### src/hw/rtl/hht_pkg.sv
// Package of the heartbeat health table: widths, health codes, register indexes
// and the command and status structs between controller and datapath.
// No dependencies.
`timescale 1ns / 1ps

package hht_pkg;

	localparam int NUM_SERVERS_DEF = 32;

	localparam int TIME_W    = 32;
	localparam int ID_W      = 5;
	localparam int HEALTH_W  = 2;
	localparam int CFG_IDX_W = 1;
	localparam int CFG_W     = 32;

	// Wide enough to compare a server id against any table depth up to 64.
	localparam int ID_CMP_W = 7;

	localparam int S_TDATA_W = 40;
	localparam int S_TUSER_W = 1;
	localparam int M_TDATA_W = 8;

	localparam logic [HEALTH_W-1:0] HEALTH_ONLINE   = 2'd0;
	localparam logic [HEALTH_W-1:0] HEALTH_UNSTABLE = 2'd1;
	localparam logic [HEALTH_W-1:0] HEALTH_OFFLINE  = 2'd2;

	localparam logic CMD_HEARTBEAT = 1'b0;
	localparam logic CMD_CHECK     = 1'b1;

	localparam logic [CFG_IDX_W-1:0] REG_MISS_TIMEOUT    = 1'b0;
	localparam logic [CFG_IDX_W-1:0] REG_OFFLINE_TIMEOUT = 1'b1;

	localparam logic [TIME_W-1:0] MISS_TIMEOUT_RESET    = 32'd3000;
	localparam logic [TIME_W-1:0] OFFLINE_TIMEOUT_RESET = 32'd30000;

	typedef struct packed {
		logic hb_write;   // store the heartbeat of the accepted request
		logic start_scan; // capture the check time and rewind the scan counter
		logic run;        // let the scan pipeline advance
		logic flush;      // move the held report to the output, marked last
	} hht_cmd_t;

	typedef struct packed {
		logic issue_done; // every table entry has been read
		logic pipe_busy;  // an entry is still in a pipeline stage
		logic pend_valid; // a report is held back awaiting its successor
		logic out_free;   // the output register can take a report this cycle
	} hht_status_t;

endpackage

### src/hw/rtl/hht_ctrl.sv
// Controller of the heartbeat health table: accepts requests and sequences a
// check scan. Depends on hht_pkg.
`timescale 1ns / 1ps

module hht_ctrl
	import hht_pkg::*;
(
	input  logic        clk,
	input  logic        arst_n,
	input  logic        s_tvalid,
	input  logic        s_cmd,
	input  hht_status_t status,
	output logic        s_tready,
	output hht_cmd_t    cmd
);

	localparam int ST_W = 2;
	localparam logic [ST_W-1:0] ST_IDLE  = 2'd0;
	localparam logic [ST_W-1:0] ST_SCAN  = 2'd1;
	localparam logic [ST_W-1:0] ST_FLUSH = 2'd2;

	logic [ST_W-1:0] state_q;
	logic [ST_W-1:0] state_d;
	logic            accept;

	assign s_tready = (state_q == ST_IDLE);
	assign accept   = s_tvalid && s_tready;

	always_comb begin
		state_d        = state_q;
		cmd.hb_write   = 1'b0;
		cmd.start_scan = 1'b0;
		cmd.run        = 1'b0;
		cmd.flush      = 1'b0;
		case (state_q)
			ST_IDLE: begin
				if (accept && (s_cmd == CMD_HEARTBEAT)) begin
					cmd.hb_write = 1'b1;
				end
				if (accept && (s_cmd == CMD_CHECK)) begin
					cmd.start_scan = 1'b1;
					state_d        = ST_SCAN;
				end
			end
			ST_SCAN: begin
				cmd.run = 1'b1;
				if (status.issue_done && !status.pipe_busy) begin
					state_d = ST_FLUSH;
				end
			end
			ST_FLUSH: begin
				// The report still held is the final one of this check.
				if (!status.pend_valid) begin
					state_d = ST_IDLE;
				end else if (status.out_free) begin
					cmd.flush = 1'b1;
					state_d   = ST_IDLE;
				end
			end
			default: begin
				state_d = ST_IDLE;
			end
		endcase
	end

	always_ff @(posedge clk or negedge arst_n) begin
		if (!arst_n) begin
			state_q <= ST_IDLE;
		end else begin
			state_q <= state_d;
		end
	end

endmodule

### src/hw/rtl/hht_dp.sv
// Datapath of the heartbeat health table: timeout registers, the beat time and
// health memories, the scan pipeline and the report buffers. Depends on hht_pkg.
`timescale 1ns / 1ps

module hht_dp
	import hht_pkg::*;
#(
	parameter int NUM_SERVERS = NUM_SERVERS_DEF
) (
	input  logic                 clk,
	input  logic                 arst_n,
	input  logic                 cfg_we,
	input  logic [CFG_IDX_W-1:0] cfg_index,
	input  logic [CFG_W-1:0]     cfg_data,
	input  logic [ID_W-1:0]      in_id,
	input  logic [TIME_W-1:0]    in_now,
	input  hht_cmd_t             cmd,
	output hht_status_t          status,
	output logic                 out_valid,
	input  logic                 out_ready,
	output logic [ID_W-1:0]      out_id,
	output logic [HEALTH_W-1:0]  out_health,
	output logic                 out_last
);

	localparam int IDX_W = (NUM_SERVERS > 1) ? $clog2(NUM_SERVERS) : 1;
	localparam int CNT_W = $clog2(NUM_SERVERS + 1);

	logic [TIME_W-1:0]   miss_q;
	logic [TIME_W-1:0]   offline_q;
	logic [TIME_W-1:0]   now_q;

	logic [TIME_W-1:0]   beat_mem   [NUM_SERVERS];
	logic [HEALTH_W-1:0] health_mem [NUM_SERVERS];
	logic [NUM_SERVERS-1:0] valid_q;

	logic [CNT_W-1:0]    cnt_q;
	logic                issue;
	logic [IDX_W-1:0]    rd_addr;
	logic                adv;

	logic                v_s1;
	logic [IDX_W-1:0]    idx_s1;
	logic [TIME_W-1:0]   beat_s1;
	logic [HEALTH_W-1:0] health_s1;

	logic                v_s2;
	logic [IDX_W-1:0]    idx_s2;
	logic [TIME_W-1:0]   elapsed_s2;
	logic [HEALTH_W-1:0] health_s2;
	logic [HEALTH_W-1:0] target_s2;
	logic                change_s2;

	logic                hb_hit;
	logic [IDX_W-1:0]    hb_addr;
	logic                hlt_we;
	logic [IDX_W-1:0]    hlt_wa;
	logic [HEALTH_W-1:0] hlt_wd;

	logic                pend_valid_q;
	logic [ID_W-1:0]     pend_id_q;
	logic [HEALTH_W-1:0] pend_health_q;

	logic                out_valid_q;
	logic [ID_W-1:0]     out_id_q;
	logic [HEALTH_W-1:0] out_health_q;
	logic                out_last_q;
	logic                out_free;
	logic                push_pend;

	// Configuration registers.
	always_ff @(posedge clk or negedge arst_n) begin
		if (!arst_n) begin
			miss_q    <= MISS_TIMEOUT_RESET;
			offline_q <= OFFLINE_TIMEOUT_RESET;
		end else if (cfg_we) begin
			case (cfg_index)
				REG_MISS_TIMEOUT:    miss_q    <= cfg_data;
				REG_OFFLINE_TIMEOUT: offline_q <= cfg_data;
				default: begin
				end
			endcase
		end
	end

	// Heartbeats for ids beyond the table are dropped.
	assign hb_hit  = cmd.hb_write && (ID_CMP_W'(in_id) < ID_CMP_W'(NUM_SERVERS));
	assign hb_addr = IDX_W'(in_id);

	assign out_free = !out_valid_q || out_ready;
	// The scan stalls only when both the held report and the output are occupied.
	assign adv      = cmd.run && (!pend_valid_q || out_free);
	assign issue    = (cnt_q != CNT_W'(NUM_SERVERS));
	assign rd_addr  = issue ? cnt_q[IDX_W-1:0] : '0;

	always_comb begin
		if (elapsed_s2 < miss_q) begin
			target_s2 = HEALTH_ONLINE;
		end else if (elapsed_s2 < offline_q) begin
			target_s2 = HEALTH_UNSTABLE;
		end else begin
			target_s2 = HEALTH_OFFLINE;
		end
	end

	assign change_s2 = v_s2 && (target_s2 != health_s2);

	assign hlt_we = (hb_hit && !valid_q[hb_addr]) || (adv && change_s2);
	assign hlt_wa = hb_hit ? hb_addr : idx_s2;
	assign hlt_wd = hb_hit ? HEALTH_UNSTABLE : target_s2;

	// Memories with registered reads; the read registers form stage one.
	always_ff @(posedge clk) begin
		if (hb_hit) begin
			beat_mem[hb_addr] <= in_now;
		end
		if (adv) begin
			beat_s1 <= beat_mem[rd_addr];
		end
	end

	always_ff @(posedge clk) begin
		if (hlt_we) begin
			health_mem[hlt_wa] <= hlt_wd;
		end
		if (adv) begin
			health_s1 <= health_mem[rd_addr];
		end
	end

	always_ff @(posedge clk or negedge arst_n) begin
		if (!arst_n) begin
			valid_q <= '0;
		end else if (hb_hit) begin
			valid_q[hb_addr] <= 1'b1;
		end
	end

	// Scan control state.
	always_ff @(posedge clk or negedge arst_n) begin
		if (!arst_n) begin
			cnt_q <= '0;
			v_s1  <= 1'b0;
			v_s2  <= 1'b0;
		end else if (cmd.start_scan) begin
			cnt_q <= '0;
			v_s1  <= 1'b0;
			v_s2  <= 1'b0;
		end else if (adv) begin
			if (issue) begin
				cnt_q <= cnt_q + CNT_W'(1);
			end
			v_s1 <= issue && valid_q[rd_addr];
			v_s2 <= v_s1;
		end
	end

	// Scan payload.
	always_ff @(posedge clk) begin
		if (cmd.start_scan) begin
			now_q <= in_now;
		end
		if (adv) begin
			idx_s1     <= rd_addr;
			idx_s2     <= idx_s1;
			elapsed_s2 <= now_q - beat_s1;
			health_s2  <= health_s1;
		end
	end

	// A report is held until the next one appears or the scan ends, so that
	// the final report of a check can be marked last.
	assign push_pend = (adv && change_s2 && pend_valid_q) || cmd.flush;

	always_ff @(posedge clk or negedge arst_n) begin
		if (!arst_n) begin
			pend_valid_q <= 1'b0;
			out_valid_q  <= 1'b0;
		end else begin
			if (adv && change_s2) begin
				pend_valid_q <= 1'b1;
			end else if (cmd.flush) begin
				pend_valid_q <= 1'b0;
			end
			if (push_pend) begin
				out_valid_q <= 1'b1;
			end else if (out_ready) begin
				out_valid_q <= 1'b0;
			end
		end
	end

	always_ff @(posedge clk) begin
		if (adv && change_s2) begin
			pend_id_q     <= ID_W'(idx_s2);
			pend_health_q <= target_s2;
		end
		if (push_pend) begin
			out_id_q     <= pend_id_q;
			out_health_q <= pend_health_q;
			out_last_q   <= cmd.flush;
		end
	end

	assign status.issue_done = !issue;
	assign status.pipe_busy  = v_s1 || v_s2;
	assign status.pend_valid = pend_valid_q;
	assign status.out_free   = out_free;

	assign out_valid  = out_valid_q;
	assign out_id     = out_id_q;
	assign out_health = out_health_q;
	assign out_last   = out_last_q;

endmodule

### src/hw/rtl/heartbeat_health_table.sv
// Heartbeat health table, top level: stream ports and the configuration port.
// Depends on hht_pkg, hht_ctrl and hht_dp.
//
// Usage. Requests arrive on the s_ channel: s_tuser[0] selects a heartbeat (0)
// or a health check (1). A heartbeat stores now_ms as the last beat time of its
// server and creates the entry as unstable if it was unknown; a heartbeat can be
// accepted in every cycle while no check is in progress. Heartbeats for ids at
// or beyond NUM_SERVERS are dropped.
// A check reads the table one entry per cycle through the beat time memory while
// the output does not stall, and keeps s_tready low until the scan is over and
// any held report is in the output register; the scan ends sooner when the last
// two entries are not in use. Each entry whose health changes gives one report
// on the m_ channel; a report is held until the next one is found or the scan
// ends, and the final one carries m_tlast. When the receiver stalls with one
// report in the output register and one held, the scan pauses until m_tready
// returns; nothing is dropped. Reset clears all valid marks and loads the
// timeouts with 3000 and 30000 ms. No clearing pass follows reset. Timeouts are
// written through cfg_we, cfg_index and cfg_data; the user must write them only
// while no request is in progress, as the block does not enforce it.
`timescale 1ns / 1ps

module heartbeat_health_table
	import hht_pkg::*;
#(
	parameter int NUM_SERVERS = NUM_SERVERS_DEF
) (
	input  logic                 clk,
	input  logic                 arst_n,
	input  logic                 cfg_we,
	input  logic [CFG_IDX_W-1:0] cfg_index,
	input  logic [CFG_W-1:0]     cfg_data,
	input  logic                 s_tvalid,
	output logic                 s_tready,
	input  logic [S_TDATA_W-1:0] s_tdata,  // [4:0] server_id, [36:5] now_ms, rest zero
	input  logic [S_TUSER_W-1:0] s_tuser,  // [0] cmd
	output logic                 m_tvalid,
	input  logic                 m_tready,
	output logic [M_TDATA_W-1:0] m_tdata,  // [4:0] changed_id, [6:5] new_health, [7] zero
	output logic                 m_tlast
);

	hht_cmd_t            cmd;
	hht_status_t         status;
	logic [ID_W-1:0]     out_id;
	logic [HEALTH_W-1:0] out_health;

	hht_ctrl u_ctrl (
		.clk      (clk),
		.arst_n   (arst_n),
		.s_tvalid (s_tvalid),
		.s_cmd    (s_tuser[0]),
		.status   (status),
		.s_tready (s_tready),
		.cmd      (cmd)
	);

	hht_dp #(
		.NUM_SERVERS (NUM_SERVERS)
	) u_dp (
		.clk        (clk),
		.arst_n     (arst_n),
		.cfg_we     (cfg_we),
		.cfg_index  (cfg_index),
		.cfg_data   (cfg_data),
		.in_id      (s_tdata[ID_W-1:0]),
		.in_now     (s_tdata[ID_W+TIME_W-1:ID_W]),
		.cmd        (cmd),
		.status     (status),
		.out_valid  (m_tvalid),
		.out_ready  (m_tready),
		.out_id     (out_id),
		.out_health (out_health),
		.out_last   (m_tlast)
	);

	assign m_tdata = {1'b0, out_health, out_id};

endmodule

### config.mk
export PLATFORM = sky130hd
export DESIGN_NAME = heartbeat_health_table
export DESIGN_NICKNAME = d
export VERILOG_FILES = /design/src/hw/rtl/hht_pkg.sv /design/src/hw/rtl/hht_ctrl.sv /design/src/hw/rtl/hht_dp.sv /design/src/hw/rtl/heartbeat_health_table.sv
export SDC_FILE = /design/constraint.sdc
export NUM_CORES = 1
export LEC_CHECK = 0
export BUFFER_PORTS_ARGS = -buffer_cell sky130_fd_sc_hd__buf_2
export CORE_MARGIN = 2
export CORE_UTILIZATION = 29
export DETAILED_ROUTE_END_ITERATION = 6
export PLACE_DENSITY_LB_ADDON = 0.3
export SLEW_MARGIN = 20
export SYNTH_ARGS = -nofsm -noshare
export SYNTH_HDL_FRONTEND = slang
export SYNTH_SLANG_ARGS = --single-unit
### constraint.sdc
create_clock -name clk -period 7.6 [get_ports clk]
set_input_delay 1.52 -clock clk [delete_from_list [all_inputs] [get_ports clk]]
set_output_delay 1.52 -clock clk [all_outputs]
set_load 0.02 [all_outputs]
==> flow_summary.ini <==
[outcome]
status = completed

[pwr]
seq_power_share_pct = 39.4
p_clk_share_pct = 29.1
p_leak_nw = 21.5
power_density_nw_per_um2 = 366
p_sw_share_pct = 35.7
power.switching_mw = 8.22
intPower_mw = 14.8
pwr-share-comb_pct = 31.5
finalPower_mw = 23.0
vdd_drop_max_mv = 0.338

[cells_and_area]
final_nets = 4201
area_growth_pct = 14.4
fin_area_um2 = 62800
post_route_cells_drive_above_1_share_pct = 12.8
fill_cells = 18300
utilization_pct = 33.4
layout.cells.non_filler = 6636

[sta]
hold_viol_final = 0
tns_ns = 0
tightestPinTransition_ns = 1.17
final.min_clock_period_ns = 5.07
finClkSkew_ns = 0.0462
period_share_pct = 66.7
max_slew_margin_pct = 21.5
grt_setup_unrepaired = false
slew_viol_final = 0
setup_violations = 0
whs_ns = 0.419
fmax_ghz = 0.197
worst_slack_ns = 2.53

[clocking]
hold_buffers = 0
cts.path.max_buffers = 3
cts_htree_levels = 4
cts_made_buffers = 141
cts.sink_count = 1321
cts.clk_slew.worst_paths_ns = 0.06
post_cts_buffers = 0
cts_tree = built
cts-root-buf = clkbuf_16
cts_resized = 0
clock_latency_ns = 0.78

[logic_synthesis]
async_flop_share_pct = 8.18
synth_warnings = 0
dominantRegCellSynth = edfxtp_1
syn_nets = 4149
yosysUniqueCellTypes = 75
yosysSeqAreaShare_pct = 71.2
synth_edf_count = 1213
syn_inst = 3974
ys_ff_latch = 1321
syn_area_per_cell_um2 = 13.8
synth_area_um2 = 55000

[drt]
vias_per_cell = 5.01
drt_iter0_drc = 3420
dr.pass1.iters = 5
vias = 33300
ant_nets = 0
finalWirelength_mm = 156
drc_errors = 0
avgRoutedWirePerCell_um = 23.6

[place]
port_buffers = 85
dp_cells = 6378
place_worst_setup_slack_ns = 2.66
dp_hpwl_mm = 87.6
gp_congestion = 0.857
place_area_um2 = 58400

[grt]
antenna_found_initial = 16
grt_pass1_vias = 32100
grt_max_degree = 155
grt_remaining_overflow = 0
grt_usage_pct = 15.9
grt_pass1_wl_mm = 226

[die]
die_x_um = 439
rows = 159
chipHeight_um = 439
coreArea_um2 = 188000
die_area_um2 = 193000
floorplan.initialDensity_pct = 29.2
pin_count = 90

[setup_path]
cp_data_arrival_time_ns = 5.56
end_kind = flop
critPathTopFamily = buffers and inverters
crit_fanout = 115
slowest_stage = dfrtp_4
cp_cell_sequence = inv_1 -> ha_1 -> nand4b_1 -> buf_4 -> nand2_8 -> inv_8 -> buf_4 -> a21oi_1 -> a21oi_1 -> o22ai_1 -> a221oi_1 -> o21ai_0
cp.required_ns = 8.09
max_stage_delay_ns = 0.86
path_class = reg2reg
cp-start-kind = flop
crit_buf_inv = 4

[worst_hold_path]
hold_class = reg2reg

[run]
cap_violations = 0
[layer usage]
layer | GRT usage, % | vias up | wire length [µm]
met1 | 22.4 | 16900 | 70300
met3 | 2.78 | 227 | 10200
met2 | 25.2 | 1064 | 72500
met5 | 0 | - | 36
met4 | 4.47 | 6 | 3190
li1 | - | 15100 | -
[layout by cell type (no fill, tap or decap), types with 9 or more instances in the layout]
master     synthesis  final
a221oi_1          18     18
o21ai_0           79     78
a21oi_1          148    147
edfxtp_1        1213   1213
a211oi_1         153    153
nor2_4             0     32
nor3_1            40     40
mux2_2            64     64
bufinv_16          0      9
inv_1            107    107
dfstp_2           14     14
clkinv_1           1     23
dfrtp_1           94     89
nand2_1          737    734
clkbuf_1         137     46
a31oi_1           96     95
a21o_1            56     56
nor2_1            75     43
mux4_2            12     12
clkbuf_16          0    145
nor2b_1          144    141
xnor2_1           20     20
nand4_1           14     14
nand2b_1          11     11
clkinv_2           0     16
o22ai_1           20     20
buf_2             69     84
or2_2             34     34
nand3_1          119    119
buf_4              3     64
mux2i_1          123    123
ha_1              95     95
xor2_1            12     12
a311oi_1         152    152
[cells in the mapped netlist (all sizes together) (94+ instances only)]
cell	count	share of area, %
edfxtp	1213	66
nand2	738	5.0
a211oi	153	2.1
a311oi	152	2.4
a21oi	150	1.4
nor2b	144	1.6
clkbuf	137	0.94
mux2i	123	2.2
nand3	119	1.1
inv	109	0.74
buf	108	0.98
a31oi	97	1.1
ha	95	2.2
dfrtp	94	4.3
[state kept, by name, summed over array words and instances, names as in the netlist, 2 cells and up]
register	flops
u_dp.health_s2	2
u_dp.out_health	2
u_dp.pend_health_q	2
u_dp.beat_mem	1024
u_dp.cnt_q	6
u_dp.beat_s1	32
u_ctrl.state_q	2
u_dp.idx_s1	5
u_dp.now_q	32
u_dp.out_id	5
u_dp.health_s1	2
u_dp.offline_q	32
u_dp.pend_id_q	5
u_dp.idx_s2	5
u_dp.elapsed_s2	32
u_dp.valid_q	32
u_dp.miss_q	32
u_dp.health_mem	64
[power by group through the flow]
stage	Sequential [mW]	Clock (mW)	Combinational, mW
after floorplan	8.96	0	4.97
after global placement	9.21	0	7.21
after detailed placement	9.22	0	7.25
after CTS	9.08	6.83	7.27
after global routing	9.11	7.11	7.93
final	9.07	6.70	7.25
[cells by family after synthesis]
kind of cell / synth area share [%]
simple gates: 9.71
compound gates: 9.63
flops: 71.2
buf+inv: 2.67
fa+ha+maj: 2.20
other cells: 0.00682
mux: 4.04
xor+xnor: 0.510
[area by class of cell]
class                           count  area [µm²]  share of cell area, %
Tap cell                         2495        3120                   4.97
Sequential cell                  1321       39200                   62.3
Multi-Input combinational cell   2298       14600                   23.3
Antenna cell                        4        10.0                 0.0159
Timing Repair Buffer              154        1030                   1.64
Inverter                          110         433                  0.689
Clock buffer                      194        3840                   6.11
Clock inverter                     60         604                  0.962
[path summary, 6_finish.rpt]
check	from	to	slack (ns)	cells after the start
min	u_dp.idx_s1[4]	u_dp.idx_s2[4]	0.42	0
max in group asynchronous	arst_n	u_dp.cnt_q[0]	5.41	2
max	u_dp.cnt_q[1]	u_dp.beat_s1[5]	2.53	12
max reg2reg	u_dp.cnt_q[1]	u_dp.beat_s1[5]	2.53	12
min in group asynchronous	arst_n	u_dp.miss_q[28]	0.79	1
min reg2reg	u_dp.idx_s1[4]	u_dp.idx_s2[4]	0.42	0
Power figures use the tool's default switching activity.
